$ cat src/hw/rtl/fctd_pkg.sv
// Shared constants, types and helpers for the fan curve / thermal derate unit.
// No dependencies; imported by fctd_serdiv and fan_curve_thermal_derate_unit.
`default_nettype none

package fctd_pkg;

  // Curve shape and field widths
  localparam int CURVE_POINTS = 5;
  localparam int CFG_W        = 40;
  localparam int BYTE_W       = 8;
  localparam int TEMP_W       = 12;
  localparam int SPD_W        = 8;
  localparam int FACT_W       = 9;
  localparam int RANGE_W      = 8;
  localparam int ERR_W        = 2;

  // Temperatures in sixteenths: whole degrees shifted up by four
  localparam int FRAC_W       = 4;
  localparam int DEN_W        = BYTE_W + FRAC_W;
  localparam int CMP_W        = DEN_W + 2;
  localparam int Q_SHIFT      = 8;
  localparam int NUM_W        = DEN_W + Q_SHIFT;

  // Serial arithmetic step counts
  localparam int MUL_STEPS    = SPD_W;
  localparam int DIV_STEPS    = FACT_W;
  localparam int CNT_W        = $clog2(DIV_STEPS);

  // Register map
  localparam int IDX_W = 2;
  typedef logic [IDX_W-1:0] cfg_idx_t;
  localparam cfg_idx_t REG_CURVE_TEMPS    = IDX_W'(0);
  localparam cfg_idx_t REG_CURVE_SPEEDS   = IDX_W'(1);
  localparam cfg_idx_t REG_SHUTDOWN_RANGE = IDX_W'(2);

  // Reset contents of the configuration registers
  localparam logic [CFG_W-1:0]   CURVE_TEMPS_RST  = 40'd193946918171;
  localparam logic [CFG_W-1:0]   CURVE_SPEEDS_RST = 40'd1099085466649;
  localparam logic [RANGE_W-1:0] SHUTDOWN_RST     = 8'd10;

  localparam logic [SPD_W-1:0]  SPEED_FULL  = '1;
  localparam logic [FACT_W-1:0] FACTOR_UNIT = FACT_W'(256);

  // Request to the serial multiply / divide unit
  typedef struct packed {
    logic              start;
    logic              use_mul;
    logic [SPD_W-1:0]  mplier;
    logic [DEN_W-1:0]  mcand;
    logic [NUM_W-1:0]  numer;
    logic [DEN_W-1:0]  denom;
  } sd_req_t;

  // Answer from the serial unit
  typedef struct packed {
    logic              done;
    logic [FACT_W-1:0] quot;
  } sd_resp_t;

  // Byte idx of a curve register; bytes past the register read as zero
  function automatic logic [BYTE_W-1:0] curve_byte(input logic [CFG_W-1:0] value,
                                                   input int idx);
    logic [CFG_W-1:0] sh;
    sh = value >> (BYTE_W * idx);
    curve_byte = sh[BYTE_W-1:0];
  endfunction

endpackage

`default_nettype wire

$ cat src/hw/rtl/fctd_serdiv.sv
// Bit-serial shift-add multiplier followed by a restoring divider; a request may skip the multiply.
// One multiplier bit, then one quotient bit, per cycle. Uses fctd_pkg.
`default_nettype none

module fctd_serdiv (
  input  wire logic               clk,
  input  wire logic               rst,
  input  wire fctd_pkg::sd_req_t  req,
  output fctd_pkg::sd_resp_t      resp
);
  import fctd_pkg::*;

  localparam logic [CNT_W-1:0] MUL_LAST = CNT_W'(MUL_STEPS - 1);
  localparam logic [CNT_W-1:0] DIV_LAST = CNT_W'(DIV_STEPS - 1);

  logic              mul_active;
  logic              div_active;
  logic              done;
  logic [CNT_W-1:0]  cnt;
  logic [NUM_W-1:0]  acc;
  logic [NUM_W-1:0]  mcand;
  logic [SPD_W-1:0]  mplier;
  logic [DEN_W-1:0]  denom;
  logic [NUM_W-1:0]  rem;
  logic [NUM_W-1:0]  dsh;
  logic [FACT_W-1:0] quot;

  logic [NUM_W-1:0]  acc_next;
  logic              rem_ge;

  // add step of the multiplier, compare step of the divider
  assign acc_next = mplier[0] ? acc + mcand : acc;
  assign rem_ge   = rem >= dsh;

  // phase control
  always_ff @(posedge clk) begin
    if (rst) begin
      mul_active <= 1'b0;
      div_active <= 1'b0;
      done       <= 1'b0;
    end else begin
      done <= 1'b0;
      priority if (req.start) begin
        mul_active <= req.use_mul;
        div_active <= !req.use_mul;
      end else if (mul_active && cnt == MUL_LAST) begin
        mul_active <= 1'b0;
        div_active <= 1'b1;
      end else if (div_active && cnt == DIV_LAST) begin
        div_active <= 1'b0;
        done       <= 1'b1;
      end else begin
        // phase held
      end
    end
  end

  // datapath shift registers
  always_ff @(posedge clk) begin
    priority if (req.start) begin
      cnt    <= '0;
      acc    <= '0;
      mcand  <= NUM_W'(req.mcand);
      mplier <= req.mplier;
      denom  <= req.denom;
      rem    <= req.numer;
      dsh    <= {req.denom, Q_SHIFT'(0)};
      quot   <= '0;
    end else if (mul_active) begin
      acc    <= acc_next;
      mcand  <= mcand << 1;
      mplier <= mplier >> 1;
      if (cnt == MUL_LAST) begin
        cnt <= '0;
        rem <= acc_next;
        dsh <= {denom, Q_SHIFT'(0)};
      end else begin
        cnt <= cnt + 1'b1;
      end
    end else if (div_active) begin
      if (rem_ge) rem <= rem - dsh;
      quot <= {quot[FACT_W-2:0], rem_ge};
      dsh  <= dsh >> 1;
      cnt  <= cnt + 1'b1;
    end else begin
      // idle: registers hold
    end
  end

  assign resp.done = done;
  assign resp.quot = quot;

  a_phase_excl: assert property (@(posedge clk) disable iff (rst)
    !(mul_active && div_active))
    else $error("multiply and divide phases active together");

  a_done_after_div: assert property (@(posedge clk) disable iff (rst)
    done |-> $past(div_active))
    else $error("done without a divide phase");

  a_start_idle: assert property (@(posedge clk) disable iff (rst)
    req.start |-> !(mul_active || div_active))
    else $error("start while busy");

endmodule

`default_nettype wire

$ cat src/hw/rtl/fan_curve_thermal_derate_unit.sv
// Top level of the fan curve controller with LED thermal derating.
// Uses fctd_pkg and the serial arithmetic unit fctd_serdiv.
`default_nettype none

// The block takes one item of two temperature samples, works on the hotter
// one and returns one result item: fan duty from a five point curve with
// linear interpolation, the LED thermal factor (Q1.8) and the sensor error
// bits. One item is worked on at a time. An item that needs no division
// goes through the accept, evaluate and finish steps; interpolation adds a
// serial multiply, handed over to a serial divide, in the bit-serial
// multiply/divide unit between evaluate and finish, and derating a serial
// divide alone; output stalls hold the finish step.
// A finished result waits in the output register while the next item is
// taken. Configuration writes are always ready and should be made while idle.
module fan_curve_thermal_derate_unit (
  input  wire logic                         clk,
  input  wire logic                         rst,
  // configuration
  input  wire logic                         cfg_valid,
  output logic                              cfg_ready,
  input  wire fctd_pkg::cfg_idx_t           cfg_index,
  input  wire logic [fctd_pkg::CFG_W-1:0]   cfg_data,
  // input items
  input  wire logic                         in_valid,
  output logic                              in_stall,
  input  wire logic signed [fctd_pkg::TEMP_W-1:0] temp_sensor_a,
  input  wire logic signed [fctd_pkg::TEMP_W-1:0] temp_sensor_b,
  input  wire logic                         sensor_a_bad,
  input  wire logic                         sensor_b_bad,
  // result items
  output logic                              out_valid,
  input  wire logic                         out_stall,
  output logic [fctd_pkg::SPD_W-1:0]        fan_duty,
  output logic                              duty_changed,
  output logic [fctd_pkg::FACT_W-1:0]       led_factor,
  output logic                              factor_written,
  output logic [fctd_pkg::ERR_W-1:0]        sensor_errors,
  output logic signed [fctd_pkg::TEMP_W-1:0] hottest_temp
);
  import fctd_pkg::*;

  typedef enum logic [3:0] {
    ST_IDLE = 4'b0001,
    ST_EVAL = 4'b0010,
    ST_CALC = 4'b0100,
    ST_FIN  = 4'b1000
  } state_t;

  state_t state, state_next;

  // configuration registers
  logic [CFG_W-1:0]   curve_temps;
  logic [CFG_W-1:0]   curve_speeds;
  logic [RANGE_W-1:0] shutdown_range;

  // controller state
  logic [SPD_W-1:0]   last_speed;
  logic               full_speed_latched;

  // captured item
  logic signed [TEMP_W-1:0] t_q;
  logic [ERR_W-1:0]         err_q;

  // evaluation results held for the finish step
  logic               use_quot;
  logic               spd_neg;
  logic [SPD_W-1:0]   spd_base;
  logic               ge_top_q;
  logic               ge_lim_q;

  // evaluation logic
  logic signed [CMP_W-1:0] t_ext, top_s, lim_s, lo_s, hi_s, seg_lo, seg_hi;
  logic signed [CMP_W-1:0] x_s, d_s, r_s;
  logic [SPD_W-1:0]        seg_s0, seg_s1, s0_b, s1_b;
  logic                    seg_found, below, ge_top, ge_lim, interior, fdiv;
  logic [SPD_W-1:0]        spd_direct;

  // finish logic
  logic [SPD_W-1:0]   speed_new;
  logic [SPD_W-1:0]   ls1, ls2;
  logic               l1, l2, ch, wr;
  logic [FACT_W-1:0]  fac;
  logic               out_load;

  fctd_pkg::sd_req_t  sd_req;
  fctd_pkg::sd_resp_t sd_resp;

  fctd_serdiv u_serdiv (
    .clk  (clk),
    .rst  (rst),
    .req  (sd_req),
    .resp (sd_resp)
  );

  // configuration writes
  assign cfg_ready = 1'b1;

  always_ff @(posedge clk) begin
    if (rst) begin
      curve_temps    <= CURVE_TEMPS_RST;
      curve_speeds   <= CURVE_SPEEDS_RST;
      shutdown_range <= SHUTDOWN_RST;
    end else if (cfg_valid && cfg_ready) begin
      unique case (cfg_index)
        REG_CURVE_TEMPS:    curve_temps    <= cfg_data;
        REG_CURVE_SPEEDS:   curve_speeds   <= cfg_data;
        REG_SHUTDOWN_RANGE: shutdown_range <= cfg_data[RANGE_W-1:0];
        default: ;
      endcase
    end
  end

  // curve lookup and derate band on the captured temperature
  always_comb begin
    t_ext  = CMP_W'(t_q);
    top_s  = signed'({2'b00, curve_byte(curve_temps, CURVE_POINTS - 1), FRAC_W'(0)});
    r_s    = signed'({2'b00, shutdown_range, FRAC_W'(0)});
    lim_s  = top_s + r_s;
    lo_s   = signed'({2'b00, curve_byte(curve_temps, 0), FRAC_W'(0)});
    below  = t_ext < lo_s;
    ge_top = t_ext >= top_s;
    ge_lim = t_ext >= lim_s;
    seg_found = 1'b0;
    seg_lo = '0;
    seg_hi = '0;
    seg_s0 = '0;
    seg_s1 = '0;
    // first segment holding the temperature
    for (int i = 0; i < CURVE_POINTS - 1; i++) begin
      hi_s = signed'({2'b00, curve_byte(curve_temps, i + 1), FRAC_W'(0)});
      if (!seg_found &&
          t_ext >= signed'({2'b00, curve_byte(curve_temps, i), FRAC_W'(0)}) &&
          t_ext < hi_s) begin
        seg_found = 1'b1;
        seg_lo    = signed'({2'b00, curve_byte(curve_temps, i), FRAC_W'(0)});
        seg_hi    = hi_s;
        seg_s0    = curve_byte(curve_speeds, i);
        seg_s1    = curve_byte(curve_speeds, i + 1);
      end
    end
    s0_b = seg_s0;
    s1_b = seg_s1;
    interior = !below && !ge_top && seg_found;
    fdiv     = ge_top && !ge_lim;
    priority if (below) spd_direct = '0;
    else                spd_direct = SPEED_FULL;
    x_s = t_ext - seg_lo;
    d_s = seg_hi - seg_lo;
  end

  // serial unit request, issued from the evaluate step
  always_comb begin
    sd_req.start   = (state == ST_EVAL) && (interior || fdiv);
    sd_req.use_mul = interior;
    sd_req.mplier  = (s1_b < s0_b) ? s0_b - s1_b : s1_b - s0_b;
    sd_req.mcand   = x_s[DEN_W-1:0];
    sd_req.numer   = interior ? NUM_W'(0)
                              : {NUM_W'(lim_s - t_ext)} << Q_SHIFT;
    sd_req.denom   = interior ? d_s[DEN_W-1:0] : r_s[DEN_W-1:0];
  end

  // fan update, derate, and release of the full speed latch
  always_comb begin
    if (use_quot) begin
      speed_new = spd_neg ? spd_base - sd_resp.quot[SPD_W-1:0]
                          : spd_base + sd_resp.quot[SPD_W-1:0];
    end else begin
      speed_new = spd_base;
    end
    l1  = full_speed_latched;
    ls1 = last_speed;
    ch  = 1'b0;
    if (!full_speed_latched && speed_new != last_speed) begin
      ls1 = speed_new;
      ch  = 1'b1;
      l1  = speed_new == SPEED_FULL;
    end
    l2  = l1;
    ls2 = ls1;
    wr  = 1'b0;
    fac = '0;
    priority if (ge_lim_q) begin
      wr = 1'b1;
    end else if (ge_top_q) begin
      wr  = 1'b1;
      fac = sd_resp.quot;
    end else if (l1) begin
      l2  = 1'b0;
      fac = FACTOR_UNIT;
      wr  = 1'b1;
      if (speed_new != ls1) begin
        ls2 = speed_new;
        ch  = 1'b1;
        l2  = speed_new == SPEED_FULL;
      end
    end else begin
      // below the top point and not latched: factor untouched
    end
  end

  assign out_load = (state == ST_FIN) && (!out_valid || !out_stall);
  assign in_stall = state != ST_IDLE;

  // sequencer
  always_comb begin
    state_next = state;
    unique case (state)
      ST_IDLE: if (in_valid) state_next = ST_EVAL;
      ST_EVAL: state_next = (interior || fdiv) ? ST_CALC : ST_FIN;
      ST_CALC: if (sd_resp.done) state_next = ST_FIN;
      ST_FIN:  if (out_load) state_next = ST_IDLE;
      default: state_next = ST_IDLE;
    endcase
  end

  always_ff @(posedge clk) begin
    if (rst) begin
      state              <= ST_IDLE;
      last_speed         <= '0;
      full_speed_latched <= 1'b0;
      out_valid          <= 1'b0;
    end else begin
      state <= state_next;
      if (out_load) begin
        last_speed         <= ls2;
        full_speed_latched <= l2;
        out_valid          <= 1'b1;
      end else if (out_valid && !out_stall) begin
        out_valid <= 1'b0;
      end
    end
  end

  // item capture and evaluation registers
  always_ff @(posedge clk) begin
    if (in_valid && !in_stall) begin
      t_q   <= (temp_sensor_a > temp_sensor_b) ? temp_sensor_a : temp_sensor_b;
      err_q <= {sensor_b_bad, sensor_a_bad};
    end
    if (state == ST_EVAL) begin
      use_quot <= interior;
      spd_neg  <= s1_b < s0_b;
      spd_base <= interior ? s0_b : spd_direct;
      ge_top_q <= ge_top;
      ge_lim_q <= ge_lim;
    end
  end

  // output register
  always_ff @(posedge clk) begin
    if (out_load) begin
      fan_duty       <= ls2;
      duty_changed   <= ch;
      led_factor     <= fac;
      factor_written <= wr;
      sensor_errors  <= err_q;
      hottest_temp   <= t_q;
    end
  end

  a_latch_full: assert property (@(posedge clk) disable iff (rst)
    full_speed_latched |-> last_speed == SPEED_FULL)
    else $error("latched without full speed");

  a_factor_zero: assert property (@(posedge clk) disable iff (rst)
    (out_valid && !factor_written) |-> led_factor == '0)
    else $error("factor set but not written");

  a_busy_stall: assert property (@(posedge clk) disable iff (rst)
    (state == ST_CALC) |-> in_stall)
    else $error("input taken during arithmetic");

  a_load_valid: assert property (@(posedge clk) disable iff (rst)
    out_load |=> out_valid)
    else $error("result lost on load");

endmodule

`default_nettype wire
$ cat config.mk
export PLATFORM = sky130hd
export DESIGN_NAME = fan_curve_thermal_derate_unit
export DESIGN_NICKNAME = d
export VERILOG_FILES = /design/src/hw/rtl/fctd_pkg.sv /design/src/hw/rtl/fctd_serdiv.sv /design/src/hw/rtl/fan_curve_thermal_derate_unit.sv
export SDC_FILE = /design/constraint.sdc
export NUM_CORES = 1
export LEC_CHECK = 0
export BUFFER_PORTS_ARGS = -buffer_cell sky130_fd_sc_hd__buf_4
export CORE_ASPECT_RATIO = 1.1
export CORE_MARGIN = 8
export CORE_UTILIZATION = 30
export CTS_BUF_LIST = sky130_fd_sc_hd__clkbuf_4
export CTS_CLUSTER_SIZE = 8
export DETAILED_ROUTE_END_ITERATION = 8
export GPL_ROUTABILITY_DRIVEN = 0
export GPL_TIMING_DRIVEN = 0
export PLACE_DENSITY_LB_ADDON = 0.15
export SLEW_MARGIN = 30
export SYNTH_ARGS = -nofsm -noshare
export SYNTH_HDL_FRONTEND = slang
export SYNTH_SLANG_ARGS = --single-unit
$ cat constraint.sdc
create_clock -name clk -period 6.4 [get_ports clk]
set_clock_uncertainty 0.2 [all_clocks]
set_input_delay 1.6 -clock clk [delete_from_list [all_inputs] [get_ports clk]]
set_output_delay 1.6 -clock clk [all_outputs]
set_load 0.03 [all_outputs]
Yosys cells after proc, flatten, opt, wreduce, memory -nomap -nowiden
Index checks and enable logic that the tools add are counted.
{"block": "totals", "output_inout_bits": 36, "mem_bits_ro": 0, "latch_bits": 0, "ramBits": 0, "elab_cells": 200, "ff_bits": 277, "in_bits": 73, "memories": 0}
{"block": "classes", "multipliers": 0, "addsub": 11, "reduce_logical": 48, "n_mux": 76, "div": 0, "n_shift": 0, "n_eq_ne": 17, "n_bitwise": 1, "magnitude_cmp": 14}
{"cell": "20-bit 2-to-1 mux", "count": 11}
{"cell": "8-bit 2-to-1 mux", "count": 20}
{"cell": "12-bit 2-to-1 mux", "count": 12}
{"cell": "12-bit by 13-bit >= comparator with 1-bit output", "count": 5}
{"cell": "12-bit by 13-bit less-than comparator with 1-bit output", "count": 5}
{"cell": "12-bit subtractor", "count": 3}
{"cell": "4-bit 2-to-1 mux", "count": 7}
{"cell": "8-bit subtractor", "count": 3}
{"cell": "1-bit 2-to-1 mux", "count": 23}
{"cell": "20-bit adder", "count": 1}
{"cell": "20-bit >= comparator", "count": 1}
{"cell": "20-bit subtractor", "count": 1}
{"cell": "9-bit 2-to-1 mux", "count": 2}
{"cell": "1-bit logical AND", "count": 17}
{"cell": "8-bit inequality test", "count": 2}
{"cell": "4-bit case mux with 4 select lines", "count": 1}
{"cell": "12-bit by 14-bit >= comparator with 1-bit output", "count": 1}
{"cell": "12-bit by 12-bit adder with 13-bit output", "count": 1}
{"cell": "12-bit > comparator", "count": 1}
{"cell": "2-bit AND reduction", "count": 6}
{"cell": "1-bit zero test", "count": 11}
{"cell": "3-bit nonzero test", "count": 3}
{"cell": "8-bit adder", "count": 1}
{"cell": "4-bit by 3-bit == test with 1-bit output, second input constant", "count": 2}
{"cell": "other kinds (19)", "count": 27}

Longest topological paths before layout
{"block": "logic_depth", "depth_word": 20, "depth_mapped": 27, "mapped_depth_nobuf": 24}

Cells and area by module
Synthesis repeated with hierarchy kept, for this count alone.
{"block": "hier_totals", "cells_unflattened": 1974, "area_unflattened_um2": 17827.1}
{"module": "fan_curve_thermal_derate_unit", "seq_area_each_um2": 3813.7, "instances": 1, "cells_each": 1271, "area_per_inst_um2": 11001.8}
{"module": "fctd_serdiv", "seq_area_each_um2": 2962.8, "instances": 1, "cells_each": 703, "area_per_inst_um2": 6825.3}

Worst setup path before layout
No wires, ideal clock.
{"block": "synth_path", "kind": "register to register", "start": "register t_q[11]", "end": "register u_serdiv.mplier[6], data pin", "setup_ps": 268, "slack_ps": 377, "synth_period_minus_slack_ps": 6023, "arrival_ps": 5555, "n_path_buf": 5, "required_time_ps": 5932, "stages_incl_launch_ff": 26, "path_cell_list": "edfxtp_1 > buf_2 > inv_2 > ha_1 > nand2b_1 > or4_4 > a311o_1 > buf_6 > nand2_1 > nor2_1 > clkbuf_1 > buf_1 > a221o_1 > fa_1 > a21o_1 > a21o_1 > a21oi_1 > o21bai_1 > a21o_1 > a21oi_1 > clkbuf_1 > o21a_1 > a21boi_0 > o21ai_0 > xnor2_1 > o21ai_0"}
{"block": "synth_between", "elab_chain_cells": 19, "word_cells_on_any_way": 46, "cone_classes": "add/sub: 2; order compare: 12; mux: 14; reduce/logical: 18"}
{"element": "from (decl)", "line_no": "fan_curve_thermal_derate_unit.sv:61", "text": "logic signed [TEMP_W-1:0] t_q;"}
{"element": "from (signal assigned)", "line_no": "fan_curve_thermal_derate_unit.sv:237", "text": "t_q <= (temp_sensor_a > temp_sensor_b) ? temp_sensor_a : temp_sensor_b;"}
{"element": "parallel branches: the longest is 18 deep, another holds 12-bit by 13-bit >= comparator with 1-bit output"}
{"element": "8-bit 2-to-1 mux (*)", "line_no": "fctd_serdiv.sv:60", "text": "priority if (req.start) begin"}
{"element": "to (signal assigned)", "line_no": "fctd_serdiv.sv:64", "text": "mplier <= req.mplier;"}
{"element": "to (signal assigned)", "line_no": "fctd_serdiv.sv:72", "text": "mplier <= mplier >> 1;"}
{"element": "to (decl)", "line_no": "fctd_serdiv.sv:22", "text": "logic [SPD_W-1:0] mplier;"}
Mark *: on every way between the ends.
A chain may end at the register's enable or synchronous reset.

Worst setup path after layout
{"block": "layout_path", "start": "register t_q[11]", "end": "register u_serdiv.mplier[7], data pin"}
Same word-level chain as after synthesis.

==> summary.txt <==
status = complete, no violations
HP Class = flip-flop to flip-flop
Post-DP HPWL = 47400 um
GRT Overall Usage = 0.179
initial core utilization = 0.301
metal2 WL = 29800 um
Final Hold Fails = 0
multi-input combinational cell area = 9980 um^2
die area = 66200 um^2
ys async rst share = 0
PD cells = 272 nW/um^2
post-layout util = 0.356
total clock buffers created by CTS = 78
dpl cell area = 19400 um^2
highest routed layer = met4
largest net degree at the start of global routing = 21
Synth Flop Type = dfxtp_1
Worst setup SP type = flip-flop
Avg WL per Cell = 20.0 um
first-pass GRT wire length = 92600 um
Leak = 8.48 nW
Worst path max stage delay = 0.50 ns
# H-tree levels = 3
Post-Synthesis Cells = 2000
Fillers = 6000
number of placement rows = 93
synthesized area per cell = 8.74 um^2
worst slack, placed = -1.18 ns
Final Instance Area = 20700 um^2
Yosys cell types = 91
Root Driver = clkbuf_4
Rel. slew slack = 0.393
max-slew violations = 0
WS Path Type = flip-flop to flip-flop
Worst Setup Slack, final = 0.237 ns
number of I/O pins = 109
clk sinks = 273
Congestion Overflow GR = 0
WP data required = 6.82 ns
Crit path top cell by count = a21o_1
synthesis-stage register bit count = 273
Net Count, Synth = 2231
CP Max Fanout = 14
CTS tree = yes
core area = 58100 um^2
Max-Cap Viols = 0
WL met3 = 2240 um
Antenna Violating Nets Remaining = 0
Area Overhead vs Synth = 18.3%
Final period util = 0.963
Final #Nets = 2451
Routed WL = 60800 um
Longest Clk Path Bufs = 3
DRC violations left = 0
Setup Viol. Count Final = 0
min Tclk post-route = 6.16 ns
Pwr Total = 5.63 mW
Crit-path slowest cell = or4_4
vias in the first global route = 15400
share of layout cells above drive strength 1 = 0.149
die width = 246 um
CP arrival = 6.58 ns
via count = 15600
Port Buffers = 106
Via density = 5.12
CTS clk-pin slew, worst paths = 0.07 ns
register area = 6660 um^2
RSZ-0062 raised after global routing = false
Mapped Area = 17500 um^2
Iter 0 DRT Violations = 782
Yosys Warn Count = 0
Clock Latency Late Sink = 0.79 ns
# hold bufs at CTS = 0
DR pass1 iterations = 5
worst-margin pin slew = 0.910 ns
met1 wire length = 26700 um
max frequency = 162 MHz
register area share after synthesis = 0.381
Setup Total Neg Slack = 0 ns
Worst Setup End Kind = flip-flop
Worst VDD drop = 0.0949 mV
initial antenna violation count = 2
Vert. Die Dim = 269 um
EDFF count, synth = 119
[metal layers]
metal	GRT usage	vias to the layer above
met5	0	-
met4	0.0699	0
li1	-	7648
met1	0.222	7420
met3	0.0258	118
met2	0.308	366
[flip-flops by register name, indices dropped and copies added (netlist names), 9 cells and up]
register	cells
u_serdiv.acc	20
hottest_temp	12
u_serdiv.dsh	20
u_serdiv.rem	20
u_serdiv.quot	9
led_factor	9
u_serdiv.mcand	20
curve_speeds	40
t_q	12
curve_temps	40
[cells in the final DEF, fill, tap and decap left out, drive strengths merged, types with 18 or more instances in the layout]
cell	netlist	layout
o21a	28	28
clkbuf	69	188
inv	155	155
ha	152	152
nand3	57	57
clkinv	2	18
nor2	150	150
nor3	32	32
o21ai	70	70
o2111ai	20	20
a22oi	29	29
a21oi	152	152
o211ai	40	40
xor2	20	20
a211oi	22	22
edfxtp	119	119
dfxtp	154	154
xnor2	66	66
buf	20	159
nand2	314	314
mux2i	46	46
a21o	22	22
[per-stage QoR]
stage               instances  hold slack (ns)
floorplan                2000            0.200
global placement         2866            0.201
detailed placement       2873            0.206
CTS                      3023            0.221
global route             3040            0.228
finish                   3040            0.220
[cell families (layout without fill, tap and decap cells)]
family	count (synthesis)	count (layout)	share of synthesized area
simple gates	665	665	0.171
compound gates	510	510	0.199
flops	273	273	0.381
buf+inv	246	522	0.0540
fa+ha+maj	161	161	0.118
xor+xnor	87	87	0.0444
mux	57	57	0.0334
other cells	1	5	0.000215
[synth_stat cells (15+ instances only)]
cell | number | area (um^2)
o2111ai_1 | 20 | 175
a21oi_1 | 152 | 761
o211ai_1 | 40 | 300
edfxtp_1 | 119 | 3570
xor2_1 | 20 | 175
nor3_1 | 31 | 155
a221o_1 | 16 | 160
dfxtp_1 | 154 | 3080
clkbuf_1 | 69 | 259
a22oi_1 | 29 | 218
a31oi_1 | 16 | 100
a21o_1 | 22 | 165
a211oi_1 | 22 | 165
ha_1 | 152 | 1900
inv_1 | 154 | 578
nand3_1 | 57 | 285
o21a_1 | 28 | 210
xnor2_1 | 66 | 578
o21ai_0 | 63 | 315
nand2_1 | 313 | 1170
nor2b_1 | 15 | 93.8
nor2_1 | 149 | 559
mux2i_1 | 46 | 460
[cell type report]
cell class	count	area share
well taps	760	0.0460
multi-input cells	1481	0.483
plain buffers	88	0.0185
diodes	4	0.000484
clock buffers	118	0.0428
flip-flops and latches	273	0.322
inverters	157	0.0287
repair buffers	141	0.0538
clock inverters	18	0.00526
[repair_timing]
action,CTS,global route
pin swaps,1,3
endpoints found under the setup margin,18,13
gates resized for setup,13,23
buffers inserted,15,13
cloned,0,0
[worst max-delay path, delay by kind of cell (launching register included)]
family,cells,cell delay (ns)
buffers and inverters,5,0.90
muxes,2,0.59
and+or+nand+nor,5,0.90
adders and majority gates,2,0.67
AOI/OAI and AO/OA,11,2.27
DFF,1,0.48
[power by group]
| part | leakage (nW) | switching [mW] | internal, mW |
|---|---|---|---|
| sequential | 2.34 | 0.0982 | 1.93 |
| clock | 0.590 | 0.783 | 0.878 |
| combinational | 5.55 | 1.12 | 0.819 |
| total | 8.48 | 2.00 | 3.63 |
[final timing paths]
path / slack [ns] / depth (start not counted) / start / endpoint
worst min-delay path: 0.22 / 0 / err_q[1] / sensor_errors[1]
worst max register to register: 0.24 / 25 / t_q[11] / u_serdiv.mplier[7]
worst max-delay path: 0.24 / 25 / t_q[11] / u_serdiv.mplier[7]
worst min register to register: 0.22 / 0 / err_q[1] / sensor_errors[1]
Note: power is estimated with default switching activity, not from simulation.
